File: config.mk
export PLATFORM = sky130hd
export DESIGN_NAME = median_fill_missing_samples_unit
export DESIGN_NICKNAME = d
export VERILOG_FILES = /design/src/rtl/mfs_pkg.sv /design/src/rtl/mfs_sort_cell.sv /design/src/rtl/mfs_store_cell.sv /design/src/rtl/median_fill_missing_samples_unit.sv
export SDC_FILE = /design/constraint.sdc
export NUM_CORES = 2
export LEC_CHECK = 0
export BUFFER_PORTS_ARGS = -buffer_cell sky130_fd_sc_hd__clkbuf_2
export CORE_MARGIN = 2
export CORE_UTILIZATION = 55
export DETAILED_ROUTE_END_ITERATION = 6
export GPL_TIMING_DRIVEN = 0
export PLACE_DENSITY = 0.76
export SLEW_MARGIN = 40
export SYNTH_ARGS = -nofsm -noshare
export SYNTH_HDL_FRONTEND = slang
export SYNTH_SLANG_ARGS = --single-unit
File: constraint.sdc
create_clock -name aclk -period 5 [get_ports aclk]
set_input_delay 0.25 -clock aclk [delete_from_list [all_inputs] [get_ports aclk]]
set_output_delay 0.25 -clock aclk [all_outputs]
set_load 0.01 [all_outputs]
File: src/rtl/mfs_pkg.sv
// Shared types and constants for the median fill of missing samples block.
// No dependencies; used by every module under rtl.
package mfs_pkg;

    localparam int BLOCK_DEPTH = 32;
    localparam int SAMPLE_BITS = 24;
    localparam int HALF_BITS   = SAMPLE_BITS + 1;
    localparam int COUNT_W     = $clog2(BLOCK_DEPTH + 1);

    typedef logic signed [SAMPLE_BITS-1:0] sample_t;
    typedef logic signed [HALF_BITS-1:0]   half_t;
    typedef logic [COUNT_W-1:0]            count_t;

    typedef enum logic [1:0] {
        ST_LOAD,
        ST_SEEK,
        ST_EMIT
    } state_t;

    // Controls shared by all cells of the sorting chain.
    typedef struct packed {
        logic insert;
        logic shift;
        logic clear;
    } sort_ctrl_t;

    // Controls of one cell of the arrival-order store chain.
    typedef struct packed {
        logic write;
        logic shift;
    } store_ctrl_t;

endpackage

File: src/rtl/mfs_sort_cell.sv
// One cell of the insertion sorting chain: holds one present sample in ascending order.
// Depends on mfs_pkg.
module mfs_sort_cell (
    input  logic                aclk,
    input  logic                aresetn,
    input  mfs_pkg::sort_ctrl_t ctrl,
    input  mfs_pkg::sample_t    ins_value,
    input  logic                prev_gt,
    input  logic                prev_valid,
    input  mfs_pkg::sample_t    prev_value,
    input  logic                next_valid,
    input  mfs_pkg::sample_t    next_value,
    output mfs_pkg::sample_t    value,
    output logic                valid,
    output logic                gt
);

    mfs_pkg::sample_t value_reg, value_next;
    logic             valid_reg, valid_next;

    // An empty cell counts as greater, so a new value not below any held value lands in the first free slot.
    assign gt    = !valid_reg || (value_reg > ins_value);
    assign value = value_reg;
    assign valid = valid_reg;

    always_comb begin
        value_next = value_reg;
        valid_next = valid_reg;
        if (ctrl.clear) begin
            valid_next = 1'b0;
        end else if (ctrl.insert) begin
            if (prev_gt) begin
                value_next = prev_value;
            end else if (gt) begin
                value_next = ins_value;
            end
            valid_next = valid_reg | prev_valid;
        end else if (ctrl.shift) begin
            value_next = next_value;
            valid_next = next_valid;
        end
    end

    always_ff @(posedge aclk) begin
        if (!aresetn) begin
            valid_reg <= 1'b0;
        end else begin
            valid_reg <= valid_next;
        end
    end

    always_ff @(posedge aclk) begin
        value_reg <= value_next;
    end

endmodule

File: src/rtl/mfs_store_cell.sv
// One cell of the arrival-order store chain: a sample and its missing mark.
// Depends on mfs_pkg.
module mfs_store_cell (
    input  logic                 aclk,
    input  mfs_pkg::store_ctrl_t ctrl,
    input  mfs_pkg::sample_t     wr_sample,
    input  logic                 wr_missing,
    input  mfs_pkg::sample_t     next_sample,
    input  logic                 next_missing,
    output mfs_pkg::sample_t     sample,
    output logic                 missing
);

    mfs_pkg::sample_t sample_reg, sample_next;
    logic             missing_reg, missing_next;

    assign sample  = sample_reg;
    assign missing = missing_reg;

    always_comb begin
        sample_next  = sample_reg;
        missing_next = missing_reg;
        if (ctrl.write) begin
            sample_next  = wr_sample;
            missing_next = wr_missing;
        end else if (ctrl.shift) begin
            sample_next  = next_sample;
            missing_next = next_missing;
        end
    end

    always_ff @(posedge aclk) begin
        sample_reg  <= sample_next;
        missing_reg <= missing_next;
    end

endmodule

File: src/rtl/median_fill_missing_samples_unit.sv
// Median fill of missing samples: top level with the control sequencer and both cell chains.
// Depends on mfs_pkg, mfs_sort_cell and mfs_store_cell.
//
// The block takes one request per cycle while loading a block of up to BLOCK_DEPTH
// samples. Each present sample is placed in ascending order by a row of sorting cells
// as it arrives, and every sample, present or missing, is kept in arrival order in a
// row of store cells. Requests past the store depth are dropped and reported through
// m_overflowed. The request carrying s_last closes the block: the sorting chain then
// shifts toward its head (P-1)/2 times, P being the number of present samples, and
// a final seek step forms the median in half units from the head cell (odd P) or the
// two head cells (even P). Then one result leaves per cycle while m_ready stays high,
// in arrival order, from the head of the store chain through the output register,
// with missing samples replaced by the median. With no present sample the median is
// 0 and m_none_present is set. s_ready is low from the closing request until the last
// result of the block has entered the output register; the next block may start
// loading while that result still waits to be taken.
module median_fill_missing_samples_unit (
    input  logic                                   aclk,
    input  logic                                   aresetn,
    input  logic                                   s_valid,
    output logic                                   s_ready,
    input  logic signed [mfs_pkg::SAMPLE_BITS-1:0] s_sample,
    input  logic                                   s_missing,
    input  logic                                   s_last,
    output logic                                   m_valid,
    input  logic                                   m_ready,
    output logic signed [mfs_pkg::HALF_BITS-1:0]   m_value_half,
    output logic signed [mfs_pkg::HALF_BITS-1:0]   m_median_half,
    output logic                                   m_replaced,
    output logic                                   m_none_present,
    output logic                                   m_overflowed,
    output logic                                   m_last_out
);

    localparam int DEPTH = mfs_pkg::BLOCK_DEPTH;

    mfs_pkg::state_t state_reg, state_next;

    mfs_pkg::count_t loaded_count_reg, loaded_count_next;
    mfs_pkg::count_t present_count_reg, present_count_next;
    mfs_pkg::count_t seek_count_reg, seek_count_next;
    mfs_pkg::count_t present_inc;
    logic            overflow_reg, overflow_next;
    mfs_pkg::half_t  median_reg, median_next;
    logic            none_reg, none_next;

    logic m_valid_reg, m_valid_next;
    mfs_pkg::half_t m_value_half_reg, m_median_half_reg;
    logic m_replaced_reg, m_none_present_reg, m_overflowed_reg, m_last_out_reg;

    logic accept;
    logic has_room;
    logic insert;
    logic out_load;
    logic store_shift;

    mfs_pkg::sort_ctrl_t sort_ctrl;
    mfs_pkg::sample_t    sort_value [DEPTH];
    logic                sort_valid [DEPTH];
    logic                sort_gt    [DEPTH];

    mfs_pkg::store_ctrl_t store_ctrl [DEPTH];
    mfs_pkg::sample_t     store_sample [DEPTH];
    logic                 store_missing [DEPTH];
    mfs_pkg::sample_t     wr_sample;

    assign accept   = s_valid && s_ready;
    assign has_room = loaded_count_reg < mfs_pkg::count_t'(DEPTH);
    assign insert   = accept && has_room && !s_missing;
    assign out_load = (state_reg == mfs_pkg::ST_EMIT) && (!m_valid_reg || m_ready);
    // Missing samples are stored as zero; they are replaced on the way out anyway.
    assign wr_sample = s_missing ? '0 : s_sample;
    assign present_inc = present_count_reg + mfs_pkg::count_t'(insert);

    // Sorting chain: cell 0 holds the smallest present sample.
    for (genvar i = 0; i < DEPTH; i++) begin : g_sort
        logic             prev_gt_w, prev_valid_w, next_valid_w;
        mfs_pkg::sample_t prev_value_w, next_value_w;

        if (i == 0) begin : g_head
            assign prev_gt_w    = 1'b0;
            assign prev_valid_w = 1'b1;
            assign prev_value_w = '0;
        end else begin : g_body
            assign prev_gt_w    = sort_gt[i-1];
            assign prev_valid_w = sort_valid[i-1];
            assign prev_value_w = sort_value[i-1];
        end

        if (i == DEPTH - 1) begin : g_tail
            assign next_valid_w = 1'b0;
            assign next_value_w = '0;
        end else begin : g_link
            assign next_valid_w = sort_valid[i+1];
            assign next_value_w = sort_value[i+1];
        end

        mfs_sort_cell u_cell (
            .aclk       (aclk),
            .aresetn    (aresetn),
            .ctrl       (sort_ctrl),
            .ins_value  (s_sample),
            .prev_gt    (prev_gt_w),
            .prev_valid (prev_valid_w),
            .prev_value (prev_value_w),
            .next_valid (next_valid_w),
            .next_value (next_value_w),
            .value      (sort_value[i]),
            .valid      (sort_valid[i]),
            .gt         (sort_gt[i])
        );
    end

    // Store chain: written at the load position, shifted toward cell 0 while emitting.
    for (genvar i = 0; i < DEPTH; i++) begin : g_store
        logic             next_missing_w;
        mfs_pkg::sample_t next_sample_w;

        if (i == DEPTH - 1) begin : g_tail
            assign next_missing_w = 1'b0;
            assign next_sample_w  = '0;
        end else begin : g_link
            assign next_missing_w = store_missing[i+1];
            assign next_sample_w  = store_sample[i+1];
        end

        assign store_ctrl[i].write = accept && has_room
                                     && (loaded_count_reg == mfs_pkg::count_t'(i));
        assign store_ctrl[i].shift = store_shift;

        mfs_store_cell u_cell (
            .aclk         (aclk),
            .ctrl         (store_ctrl[i]),
            .wr_sample    (wr_sample),
            .wr_missing   (s_missing),
            .next_sample  (next_sample_w),
            .next_missing (next_missing_w),
            .sample       (store_sample[i]),
            .missing      (store_missing[i])
        );
    end

    always_ff @(posedge aclk) begin
        if (!aresetn) begin
            state_reg <= mfs_pkg::ST_LOAD;
        end else begin
            state_reg <= state_next;
        end
    end

    always_comb begin
        state_next         = state_reg;
        loaded_count_next  = loaded_count_reg;
        present_count_next = present_count_reg;
        seek_count_next    = seek_count_reg;
        overflow_next      = overflow_reg;
        median_next        = median_reg;
        none_next          = none_reg;
        s_ready            = 1'b0;
        store_shift        = 1'b0;
        sort_ctrl          = '0;

        case (state_reg)
            mfs_pkg::ST_LOAD: begin
                s_ready          = 1'b1;
                sort_ctrl.insert = insert;
                if (accept) begin
                    present_count_next = present_inc;
                    if (has_room) begin
                        loaded_count_next = loaded_count_reg + mfs_pkg::count_t'(1);
                    end else begin
                        overflow_next = 1'b1;
                    end
                    if (s_last) begin
                        // Shifting (P-1)/2 times brings the lower middle value to cell 0.
                        if (present_inc == '0) begin
                            seek_count_next = '0;
                        end else begin
                            seek_count_next = (present_inc - mfs_pkg::count_t'(1)) >> 1;
                        end
                        state_next = mfs_pkg::ST_SEEK;
                    end
                end
            end
            mfs_pkg::ST_SEEK: begin
                if (seek_count_reg != '0) begin
                    sort_ctrl.shift = 1'b1;
                    seek_count_next = seek_count_reg - mfs_pkg::count_t'(1);
                end else begin
                    none_next = (present_count_reg == '0);
                    if (present_count_reg == '0) begin
                        median_next = '0;
                    end else if (present_count_reg[0]) begin
                        median_next = {sort_value[0], 1'b0};
                    end else begin
                        median_next = mfs_pkg::half_t'(sort_value[0])
                                      + mfs_pkg::half_t'(sort_value[1]);
                    end
                    state_next = mfs_pkg::ST_EMIT;
                end
            end
            mfs_pkg::ST_EMIT: begin
                if (out_load) begin
                    store_shift       = 1'b1;
                    loaded_count_next = loaded_count_reg - mfs_pkg::count_t'(1);
                    if (loaded_count_reg == mfs_pkg::count_t'(1)) begin
                        present_count_next = '0;
                        overflow_next      = 1'b0;
                        sort_ctrl.clear    = 1'b1;
                        state_next         = mfs_pkg::ST_LOAD;
                    end
                end
            end
            default: begin
                state_next = mfs_pkg::ST_LOAD;
            end
        endcase
    end

    always_ff @(posedge aclk) begin
        if (!aresetn) begin
            loaded_count_reg  <= '0;
            present_count_reg <= '0;
            seek_count_reg    <= '0;
            overflow_reg      <= 1'b0;
            m_valid_reg       <= 1'b0;
        end else begin
            loaded_count_reg  <= loaded_count_next;
            present_count_reg <= present_count_next;
            seek_count_reg    <= seek_count_next;
            overflow_reg      <= overflow_next;
            m_valid_reg       <= m_valid_next;
        end
    end

    always_comb begin
        m_valid_next = m_valid_reg;
        if (out_load) begin
            m_valid_next = 1'b1;
        end else if (m_ready) begin
            m_valid_next = 1'b0;
        end
    end

    // Output register payload, loaded from the head of the store chain.
    always_ff @(posedge aclk) begin
        median_reg <= median_next;
        none_reg   <= none_next;
        if (out_load) begin
            m_value_half_reg   <= store_missing[0] ? median_reg : {store_sample[0], 1'b0};
            m_median_half_reg  <= median_reg;
            m_replaced_reg     <= store_missing[0];
            m_none_present_reg <= none_reg;
            m_overflowed_reg   <= overflow_reg;
            m_last_out_reg     <= (loaded_count_reg == mfs_pkg::count_t'(1));
        end
    end

    assign m_valid        = m_valid_reg;
    assign m_value_half   = m_value_half_reg;
    assign m_median_half  = m_median_half_reg;
    assign m_replaced     = m_replaced_reg;
    assign m_none_present = m_none_present_reg;
    assign m_overflowed   = m_overflowed_reg;
    assign m_last_out     = m_last_out_reg;

    // While loading, the sorting chain never holds more samples than the store.
    a_present_le_loaded: assert property (@(posedge aclk) disable iff (!aresetn)
        (state_reg == mfs_pkg::ST_LOAD) |-> (present_count_reg <= loaded_count_reg))
        else $error("present count exceeds loaded count");

    // Emission always has at least one stored sample left.
    a_emit_nonempty: assert property (@(posedge aclk) disable iff (!aresetn)
        (state_reg == mfs_pkg::ST_EMIT) |-> (loaded_count_reg != '0))
        else $error("emission with an empty store");

    // Handing out the final result of a block returns the sequencer to loading.
    a_last_returns: assert property (@(posedge aclk) disable iff (!aresetn)
        (out_load && (loaded_count_reg == mfs_pkg::count_t'(1)))
        |=> (state_reg == mfs_pkg::ST_LOAD) && (present_count_reg == '0))
        else $error("block did not close after its final result");

    // Any present sample keeps the head of the sorting chain filled.
    a_head_valid: assert property (@(posedge aclk) disable iff (!aresetn)
        ((state_reg == mfs_pkg::ST_LOAD) && (present_count_reg != '0)) |-> sort_valid[0])
        else $error("sorting chain head empty with present samples");

endmodule

==> impl_metrics.json <==
{
  "status": "finished, violations left",
  "violations": "DRC",
  "cts-buffers-inserted": 181,
  "synth_nets": 9966,
  "postSynthAreaPerCell_um2": 10.5,
  "switching_share_pct": 30.8,
  "end_kind": "register",
  "p_clk_share_pct": 33.6,
  "synth_most_common_cell": "nand2_1",
  "grt_max_degree": 48,
  "path_clk_slew_ns": 0.06,
  "die_x_um": 422,
  "grt_setup_unrepaired": "no",
  "powerDensity_mw_per_mm2": 369,
  "row_count": 153,
  "comb_power_share_pct": 19.2,
  "gp_congestion": 1.05,
  "die_area_mm2": 0.178,
  "hold_slack_ns": 0.0613,
  "drcViolationCount": 36,
  "grt.total_usage_pct": 39.4,
  "yosysTopAreaCell": "edfxtp_1",
  "overflow": 0,
  "cts_buffer_depth": 3,
  "netlist_top_cells_area": "edfxtp_1, ha_1, nand2_1, o21ai_0, a221o_1",
  "totalPowerFinal_uw": 39600,
  "path_cells": "clkbuf_2 > inv_4 > buf_12 > ha_1 > a21o_1 > a21o_1 > a21oi_1 > o21ai_0 > a21oi_1 > mux2i_1 > buf_2 > nand2_1 > a41oi_4 > buf_6",
  "slew_headroom_pct": 33.1,
  "grt_pass1_vias": 77300,
  "postCtsSetupBuffers": 0,
  "hold_viol": 0,
  "critPathBufInv": 5,
  "rr_startpoint": "state_reg[1]$_SDFFE_PN0P_",
  "fin_ws_ns": 0.287,
  "min_period_ns": 4.71,
  "drv_cap": 0,
  "synth-seq-cells": 1702,
  "cp_top_family": "buffers and inverters",
  "viasPerCell": 6.95,
  "critPathMaxFanout": 23,
  "syn-cell-area_mm2": 0.0963,
  "synth_cells": 9133,
  "yosys.area.top_type_share_pct": 51.4,
  "period_share_pct": 94.3,
  "setup_tns_ns": 0,
  "nFillCells": 13900,
  "port_buffers": 85,
  "ir_drop_uv": 312,
  "p_int_uw": 27400,
  "yosysWarnings": 0,
  "dpl_worst_slack_ns": -0.469,
  "place_area_mm2": 0.102,
  "core_mm2": 0.174,
  "hold_start": "m_ready",
  "worst_pin_slew_ns": 1.00,
  "synth_cell_type_count": 73,
  "p_switching_uw": 12200,
  "fin_area_mm2": 0.107,
  "met2_length_um": 145000,
  "layout-drive-gt1-share_pct": 8.42,
  "cp.required_ns": 5.59,
  "setup_viol": 0,
  "ant_nets": 0,
  "initial_core_util_pct": 55.4,
  "synth_ff_type": "edfxtp_1",
  "ys_async_sr_fraction_pct": 0,
  "die_y_um": 422,
  "crit_slowest_cell": "mux2i_1",
  "grt_antenna_before_repair": 27,
  "arrival_ns": 5.30,
  "max_freq_ghz": 0.212,
  "drtIter0Drc": 13100,
  "hp-class": "primary input to register",
  "cts.sinks": 1702,
  "seq_area_mm2": 0.0506,
  "io_pins": 86,
  "met1_length_um": 135000,
  "start_kind": "primary input",
  "finalMaxSlewViolations": 0,
  "topRoutingLayerUsed": "met5",
  "synth_edf_count": 1648,
  "cts_max_level": 4,
  "num_vias": 83100,
  "r2r-end": "seek_count_reg[3]$_SDFFE_PN0P_",
  "synthToLayoutAreaGrowth_pct": 11.6,
  "wirelength_um": 359000,
  "min_path_cells": 4,
  "skew_ns": 0.0508,
  "whs_endpoint": "state_reg[1]$_SDFFE_PN0P_",
  "multi_input_area_mm2": 0.0433,
  "criticalPathCategory": "primary input to register",
  "cts_tree": "yes",
  "cpPeakStageDelay_ns": 0.72,
  "p_leak_uw": 0.0415,
  "place_hpwl_um": 267000,
  "wl_per_cell_um": 30.0,
  "met3WireLength_um": 55100,
  "clock_latency_ns": 0.89,
  "power_frac_seq_pct": 47.1,
  "clockRootBuffer": "clkbuf_16",
  "r2r_cells": 15,
  "ys_seq_area_share_pct": 52.5,
  "fin_nets": 10300,
  "rrSetupSlack_ns": 0.31,
  "dr.pass1.iters": 7,
  "grt_pass1_wl_um": 517000,
  "ys_top_cells_by_count": "nand2_1, edfxtp_1, o21ai_0, ha_1, clkbuf_1"
}
==> worst reg2reg max path: stages, from the launching register on <==
cell and delay (ns):
dfxtp_1 0.37, nor2_1 0.31, nand3_2 0.43, inv_2 0.41, clkbuf_4 0.48, clkbuf_2 0.47
ha_1 0.29, ha_1 0.28, inv_1 0.07, ha_1 0.17, inv_1 0.04, or2_2 0.29
o21ai_0 0.44, o21ai_0 0.21, a22oi_1 0.24, nor2b_1 0.07
==> per-layer routing <==
| layer | up-vias | global-route usage (%) |
|---|---|---|
| li1 | 35400 | - |
| met1 | 39800 | 53.5 |
| met2 | 6546 | 54.9 |
| met3 | 1354 | 13.6 |
| met4 | 24 | 21.9 |
| met5 | - | 0 |
==> power by group through the flow <==
stage | combinational [µW] | sequential [µW] | clock [µW]
2_1_floorplan | 4720 | 18300 | 0
3_3_place_gp | 6660 | 18900 | 0
3_5_place_dp | 7260 | 18900 | 0
4_1_cts | 7320 | 18600 | 13300
5_1_grt | 8200 | 18700 | 13800
6_report | 7620 | 18700 | 13300
==> how the worst max path moves through the flow <==
stage | start | to | slack [ns] | cells past startpoint
2_1_floorplan | s_sample[9] | g_sort[22].u_cell.value[0]$_DFFE_PP_ | 0.27 | 12
4_1_cts | state_reg[1]$_SDFFE_PN0P_ | seek_count_reg[3]$_SDFFE_PN0P_ | 0.07 | 16
3_5_place_dp | state_reg[1]$_SDFFE_PN0P_ | seek_count_reg[3]$_SDFFE_PN0P_ | -0.47 | 16
3_3_place_gp | s_sample[13] | g_sort[19].u_cell.value[10]$_DFFE_PP_ | -2.83 | 12
6_report | s_sample[9] | g_sort[19].u_cell.value[10]$_DFFE_PP_ | 0.29 | 14
5_1_grt | state_reg[1]$_SDFFE_PN0P_ | seek_count_reg[3]$_SDFFE_PN0P_ | 0.16 | 15
==> what timing repair did <==
item                                    CTS  global route
gates resized for setup                   2             2
hold buffers                              4             0
endpoints found under the setup margin    5             5
hold endpoints to repair                 13             0
==> cell usage in the layout (no fill, tap or decap), types with 187 or more instances in the layout <==
| cell | netlist | routed |
|---|---|---|
| o21ai_0 | 885 | 884 |
| clkbuf_1 | 619 | 587 |
| edfxtp_1 | 1648 | 1648 |
| nor3_1 | 208 | 206 |
| nand3_1 | 339 | 338 |
| nand2_1 | 1802 | 1770 |
| a21oi_1 | 450 | 439 |
| nand4_1 | 187 | 187 |
| nor2_1 | 217 | 192 |
| a221o_1 | 367 | 367 |
| o211ai_1 | 249 | 249 |
| ha_1 | 802 | 802 |
| a21o_1 | 280 | 280 |
==> cell type report <==
| type | instances | area share (%) |
|---|---|---|
| buffer | 718 | 2.74 |
| clock buffer | 236 | 4.49 |
| sequential | 1702 | 47.0 |
| clock inverter | 89 | 0.842 |
| tap | 2325 | 2.71 |
| multi-input combinational | 6628 | 40.3 |
| timing repair buffer | 150 | 1.45 |
| inverter | 84 | 0.349 |
| antenna | 33 | 0.0768 |
==> stage by stage <==
stage	instances	utilization (%)
after CTS	11900	61.8
after global routing	11900	61.8
final	12000	61.8
after detailed placement	11600	58.4
after floorplan	9133	-
after global placement	11500	57.3
==> logic make-up (layout without fill, tap and decap cells) <==
logic type                 count (synthesis)  after routing  share of synthesized area [%]
muxes                                    163            163                           1.83
buffers and inverters                    803           1277                           3.28
and+or+nand+nor                         3029           3029                           13.9
other                                      0             33                              0
AOI/OAI and AO/OA                       2604           2604                           17.8
adders and majority gates                803            803                           10.4
DFF                                     1702           1702                           52.5
xor gates and xnor gates                  29             29                          0.264
No activity file was read; power rests on OpenSTA's default activity.
